**src/hw/rtl/mcbm_ram.sv**
```systemverilog
`timescale 1ns / 1ps
// mcbm_ram: generic simple dual port ram, one write and one registered read
// read returns the old data on a same address write; no dependencies

module mcbm_ram #(
   parameter int WIDTH = 8,
   parameter int DEPTH = 16,
   localparam int AW = (DEPTH > 1) ? $clog2(DEPTH) : 1
) (
   input  logic             clock,
   input  logic             wr_en,
   input  logic [AW-1:0]    wr_addr,
   input  logic [WIDTH-1:0] wr_data,
   input  logic [AW-1:0]    rd_addr,
   output logic [WIDTH-1:0] rd_data
);

   logic [WIDTH-1:0] mem [DEPTH];
   logic [WIDTH-1:0] rd_data_ff;

   always_ff @(posedge clock) begin
      if (wr_en) begin
         mem[wr_addr] <= wr_data;
      end
      rd_data_ff <= mem[rd_addr];
   end

   assign rd_data = rd_data_ff;

endmodule

```
**config.mk**
```make
export PLATFORM = sky130hd
export DESIGN_NAME = mcbm_ram
export DESIGN_NICKNAME = d
export VERILOG_FILES = /design/src/hw/rtl/mcbm_ram.sv
export SDC_FILE = /design/constraint.sdc
export NUM_CORES = 1
export LEC_CHECK = 0
export BUFFER_PORTS_ARGS = -buffer_cell sky130_fd_sc_hd__clkbuf_2
export CAP_MARGIN = 30
export CELL_PAD_IN_SITES_DETAIL_PLACEMENT = 0
export CELL_PAD_IN_SITES_GLOBAL_PLACEMENT = 1
export CORE_UTILIZATION = 45
export DETAILED_ROUTE_END_ITERATION = 6
export PLACE_DENSITY = 0.72
export REMOVE_ABC_BUFFERS = 1
export SKIP_LAST_GASP = 1
export SYNTH_ARGS = -nofsm -noshare
export SYNTH_HDL_FRONTEND = slang
export SYNTH_SLANG_ARGS = --single-unit
```
**constraint.sdc**
```tcl
create_clock -name clock -period 4.4 [get_ports clock]
set_input_delay 0.22 -clock clock [delete_from_list [all_inputs] [get_ports clock]]
set_output_delay 0.22 -clock clock [all_outputs]
set_load 0.005 [all_outputs]
```
==> results.yml, run 1 <==
place:
  place_area_mm2: 0.00540
  detailed_place_hpwl_um: 5550
  io_buffers: 25
  place.gp.congestion: 0.692
  dpl.cell_count: 388
timing:
  tightest_slew_ns: 0.976
  hold_viol: 0
  period_share_pct: 38.5
  slew_viol_final: 0
  fmax_ghz: 0.590
  max_slew_margin_pct: 34.7
  setup-tns-final_ns: 0
  rsz0062_at_grt: "no"
  setup_violations: 0
  period_minus_slack_ns: 1.69
  fin_worst_skew_ns: 0.00832
worst_setup_path:
  crit_chain: "clkbuf_2 > buf_4 > mux4_1 > a22oi_1 > nand2_1"
  r2r_start: "mem[3][6]"
  regToRegSetupSlack_ns: 3.05
  endpoint_kind: "flip-flop"
  cpPeakStageDelay_ns: 0.60
  required_ns: 4.68
  rr_worst_depth: 3
  r2r_end: "rd_data[6]"
  cp-start-kind: "input port"
  cp_max_fo: 21
  cp.arrival_ns: 1.98
  cp_num_buf_inv: 2
  worst_path_max_delay_cell: "mux4_1"
  path_delay_family: "buffers and inverters"
  crit_type: "input port to flip-flop"
logic_synthesis:
  synth_top_area_cell: "edfxtp_1"
  avgSynthCellArea_um2: 22.5
  seq_area_frac_synth_pct: 77.8
  yosys_warnings: 0
  synth_cell_types: 19
  yosys.area.top_type_share_pct: 74.7
  synth-seq-cells: 136
  netlist_instances: 229
  synth_area_mm2: 0.00515
  synth.top_cells.by_area: "edfxtp_1 75%, mux4_2 7.9%, mux4_1 7.1%, dfxtp_1 3.1%, a22oi_1 2.3%"
clocking:
  clk_latency_ns: 0.41
  post_cts_buffers: 0
  cts_buffers: 17
  holdBufCountCts: 0
  ctsResizeCount: 0
  max-clock-path-buffers: 2
  ctsHtreeMaxLevel: 4
  ctsRootBufferMaster: "clkbuf_16"
  cts_sinks: 136
  tritoncts: "built"
  path_clk_slew_ns: 0.05
detailed_routing:
  via_per_inst: 5.51
  drtIter0Drc: 132
  dr.pass1.iters: 4
  vias: 2314
  routed_wirelength_um: 9070
  drc: 0
  wl_per_cell_um: 21.6
  ant_nets: 0
min_path:
  hp-start: "wr_data[7]"
  hold_path.class: "input port to flip-flop"
  whs_endpoint: "mem[14][7]"
  min_path_cells: 1
power:
  switching_share_pct: 19.5
  p_leak_nw: 1.96
  vdd_ir_drop_max_uv: 298
  p_total_w: 0.00277
  p_switching_w: 0.000541
  seqPwrFrac_pct: 52.6
  clkPwrFrac_pct: 43.0
  power_frac_comb_pct: 4.5
  power.density_cell_area_mw_per_mm2: 470
  p_int_w: 0.00223
cells_and_area:
  nFillCells: 843
  fin_util_pct: 53.7
  area_growth_pct: 14.6
  layout.cells.non_filler: 420
  final_area_mm2: 0.00590
  drive_gt1_share_pct: 25.7
  n_antenna_cell: 0
  fin_nets: 285
status:
  outcome: "finished clean"
global_routing:
  grt_max_degree: 33
  grtUsageTotal_pct: 17.4
  grt_pass1_wl_um: 13900
  grt_pass1_vias: 2350
  grt_overflow_total: 0
  antenna_found_initial: 0
floorplanning:
  dieArea_mm2: 0.0119
  die-width_um: 109
  die_y_um: 109
  fp-row-count: 38
  ioPinCount: 26
  coreArea_mm2: 0.0110
  initial_core_util_pct: 46.9
job:
  drv_cap: 0
## power groups by stage
stage | sequential (W) | clock [W] | combinational (W)
finish | 0.00146 | 0.00119 | 0.000124
global route | 0.00146 | 0.00128 | 0.000136
CTS | 0.00146 | 0.00121 | 0.000127
detailed placement | 0.00148 | 0 | 0.000127
global placement | 0.00148 | 0 | 0.000124
floorplan | 0.00148 | 0 | 0.0000581
## final cells by class
cell class                      count  area (um2)  area share (%)
Clock buffer                       27         473            8.02
Clock inverter                      5        27.5           0.467
Multi-Input combinational cell     83        1060            18.0
Sequential cell                   136        4000            67.9
Tap cell                          140         175            2.97
Timing Repair Buffer               29         155            2.63
## metal layers
layer  vias to the layer above  track usage [%]  wire [um]
met1                      1214             24.0       4150
met2                        48             26.4       4560
li1                       1046                -          -
met3                         6             5.38        301
met4                         0             6.37         60
met5                         -                0          0
## cell usage after synthesis
library cell and n:
a22oi_1 16, nand3b_1 2, mux4_2 18, buf_2 3, buf_6 3, nand3_1 1, nor2_1 13, and2_1 1
nand2_1 9, and2b_1 1, mux4_1 14, nor3_1 4, nand2b_1 2, edfxtp_1 128, buf_4 1, nor2b_1 1
dfxtp_1 8, or3b_2 1, clkdlybuf4s25_2 3
## worst max-delay path by stage
stage,from,endpoint,slack [ns],cells after the start
2_1_floorplan,wr_addr[2],mem[0][0],2.69,2
3_3_place_gp,rd_addr[0],rd_data[5],2.22,5
3_5_place_dp,rd_addr[0],rd_data[5],2.21,5
4_1_cts,rd_addr[0],rd_data[5],2.63,5
5_1_grt,rd_addr[0],rd_data[4],2.50,5
6_report,rd_addr[0],rd_data[5],2.71,5
## registers in the layout, indices dropped and copies added (netlist names)
name,flops
mem,128
rd_data,8
## cells in the final DEF (no fill, tap or decap)
cell type     n
clkbuf_1      9
nand3b_1      2
buf_4         4
nor3_1        3
clkbuf_16    17
mux4_1       14
nor2b_1       1
nand3_1       1
and2_1        1
or3b_2        1
dfxtp_1       8
nor3_2        1
edfxtp_1    128
clkinvlp_4    1
nand2_1       9
a22oi_1      16
clkinv_2      4
clkbuf_8      1
mux4_2       18
nor2_1       13
clkbuf_2     25
and2b_1       1
nand2b_1      2
## metrics by stage
stage               hold slack, ns  setup slack [ns]
detailed placement           0.591              2.21
floorplan                    0.319              2.69
finish                       0.249              2.71
CTS                          0.244              2.63
global route                 0.252              2.50
global placement             0.591              2.22
## kinds of logic (layout without fill, tap and decap cells)
logic type | count (synthesis) | in the layout | synth area share [%]
mux | 32 | 32 | 15.0
compound gates | 16 | 16 | 2.33
simple gates | 35 | 35 | 3.18
buf+inv | 10 | 61 | 1.68
flops | 136 | 136 | 77.8
Note: power is estimated with default switching activity, not from simulation.
==> run 2, diff against run 1 <==
clock period = 1.7 ns   (was 4.4 ns; I/O delays follow)
==> run 2 against run 1 <==
  * Worst hold slack worse by 0.14 ns
  * Register-to-register slack worse by 2.7 ns
  * Setup slack worse by 2.3 ns
  * Critical endpoint is now rd_data[0]
  * Largest power group unchanged
  * Non-clock buffer count is 17 higher
  * Sequential share of layout area is 2.0 points lower
  * Core utilization is 1.6 points higher
==> results.yml, run 2 (synthesis results as in run 1) <==
status:
  outcome: "finished clean"
clocking:
  clk_latency_ns: 0.40
  holdBufCountCts: 0
  path_clk_slew_ns: 0.05
  max-clock-path-buffers: 2
  cts_sinks: 136
  cts_buffers: 17
  ctsResizeCount: 0
  ctsRootBufferMaster: "clkbuf_16"
  post_cts_buffers: 0
  tritoncts: "built"
  ctsHtreeMaxLevel: 4
timing:
  rsz0062_at_grt: "no"
  fin_worst_skew_ns: 0.00697
  period_minus_slack_ns: 1.31
  tightest_slew_ns: 0.377
  holdWs_ns: 0.110
  hold_viol: 0
  max_slew_margin_pct: 74.9
  fmax_ghz: 0.766
  fin_ws_ns: 0.395
  period_share_pct: 76.8
  setup_violations: 0
  slew_viol_final: 0
  setup-tns-final_ns: 0
power:
  power.density_cell_area_mw_per_mm2: 1200
  p_total_w: 0.00727
  p_leak_nw: 2.08
  vdd_ir_drop_max_uv: 748
worst_setup_path:
  r2r_start: "mem[1][0]"
  cp-start-kind: "flip-flop"
  required_ns: 1.99
  cpPeakStageDelay_ns: 0.51
  regToRegSetupSlack_ns: 0.39
  crit_chain: "mux4_1 > a22oi_1 > nand2_1"
  r2r_end: "rd_data[0]"
  rr_worst_depth: 3
  cp.arrival_ns: 1.59
  worst_path_max_delay_cell: "mux4_1"
  endpoint_kind: "flip-flop"
  crit_type: "flip-flop to flip-flop"
  cp_max_fo: 1
place:
  io_buffers: 25
  pre_cts_ws_ns: 0.209
  detailed_place_hpwl_um: 5870
  place.gp.congestion: 0.686
detailed_routing:
  ant_nets: 0
  wl_per_cell_um: 20.3
  dr.pass1.iters: 4
  drc: 0
  vias: 2365
  routed_wirelength_um: 8890
  via_per_inst: 5.41
  drtIter0Drc: 146
global_routing:
  grt_max_degree: 33
  grt_overflow_total: 0
  grt_pass1_vias: 2487
  grtUsageTotal_pct: 17.0
  antenna_found_initial: 0
  grt_pass1_wl_um: 13700
min_path:
  hp-start: "wr_data[4]"
  hold_path.class: "input port to flip-flop"
  min_path_cells: 1
  whs_endpoint: "mem[12][4]"
floorplanning:
  fp-row-count: 38
  die_y_um: 109
  initial_core_util_pct: 46.9
  die-width_um: 109
  ioPinCount: 26
  coreArea_mm2: 0.0110
  dieArea_mm2: 0.0119
cells_and_area:
  nFillCells: 800
  final_common_cell: "edfxtp_1"
  n_antenna_cell: 0
  regMostFlops: "mem"
  fin_nets: 302
  area_growth_pct: 18.0
  drive_gt1_share_pct: 30.0
  largest_register_ff_count: 128
  final_cell_mix: "128 x edfxtp_1, 25 x clkbuf_2, 18 x mux4_2, 18 x buf_4, 17 x clkbuf_16"
  fin_util_pct: 55.3
job:
  drv_cap: 0
## run 2: cell count changes in the layout (fill, tap and decap cells not counted), sizes merged
cell	change
buf	+17
clkinv	+2
clkinvlp	-1
clkbuf	-1
## run 2: how the worst max path moves through the flow
| stage | start | end | slack (ns) | cells after the start |
|---|---|---|---|---|
| finish | mem[1][0] | rd_data[0] | 0.39 | 3 |
| detailed placement | rd_addr[0] | rd_data[2] | 0.21 | 5 |
| global placement | rd_addr[0] | rd_data[0] | 0.22 | 5 |
| CTS | mem[10][2] | rd_data[2] | 0.36 | 3 |
| global route | mem[9][2] | rd_data[2] | 0.27 | 3 |
| floorplan | wr_addr[2] | mem[0][0] | 0.12 | 2 |
## run 2: layout make-up
type / instances / area (um2) / share of cell area [%]
sequential: 136 / 4000 / 65.9
clock inverter: 6 / 27.5 / 0.453
multi-input combinational: 83 / 1060 / 17.4
clock buffer: 26 / 489 / 8.06
timing repair buffer: 46 / 320 / 5.27
tap: 140 / 175 / 2.88
## run 2: worst max-delay path: cells and delay by family, from the launching register on
| kind | cells | cell delay (ns) |
|---|---|---|
| AOI/OAI and AO/OA | 1 | 0.26 |
| DFF | 1 | 0.35 |
| muxes | 1 | 0.51 |
| and+or+nand+nor | 1 | 0.08 |
## run 2: routing by layer
layer / track usage, % / part of all wire (%)
met5: 0 / 0
met2: 28.3 / 53
met4: 7.53 / 1.4
met3: 4.84 / 3.4
met1: 20.5 / 42
## run 2: stage by stage
stage / area, um2 / cells
final: 6070 / 437
after global routing: 6070 / 437
after CTS: 6070 / 437
after detailed placement: 5560 / 405
after global placement: 5560 / 405
after floorplan: 5060 / 219
## run 2: power by group
group,switching (W),leakage [nW],internal (W)
clock network,0.00119,0.257,0.00196
logic,0.000180,0.599,0.000156
registers,0.0000274,1.22,0.00375
total,0.00140,2.08,0.00587
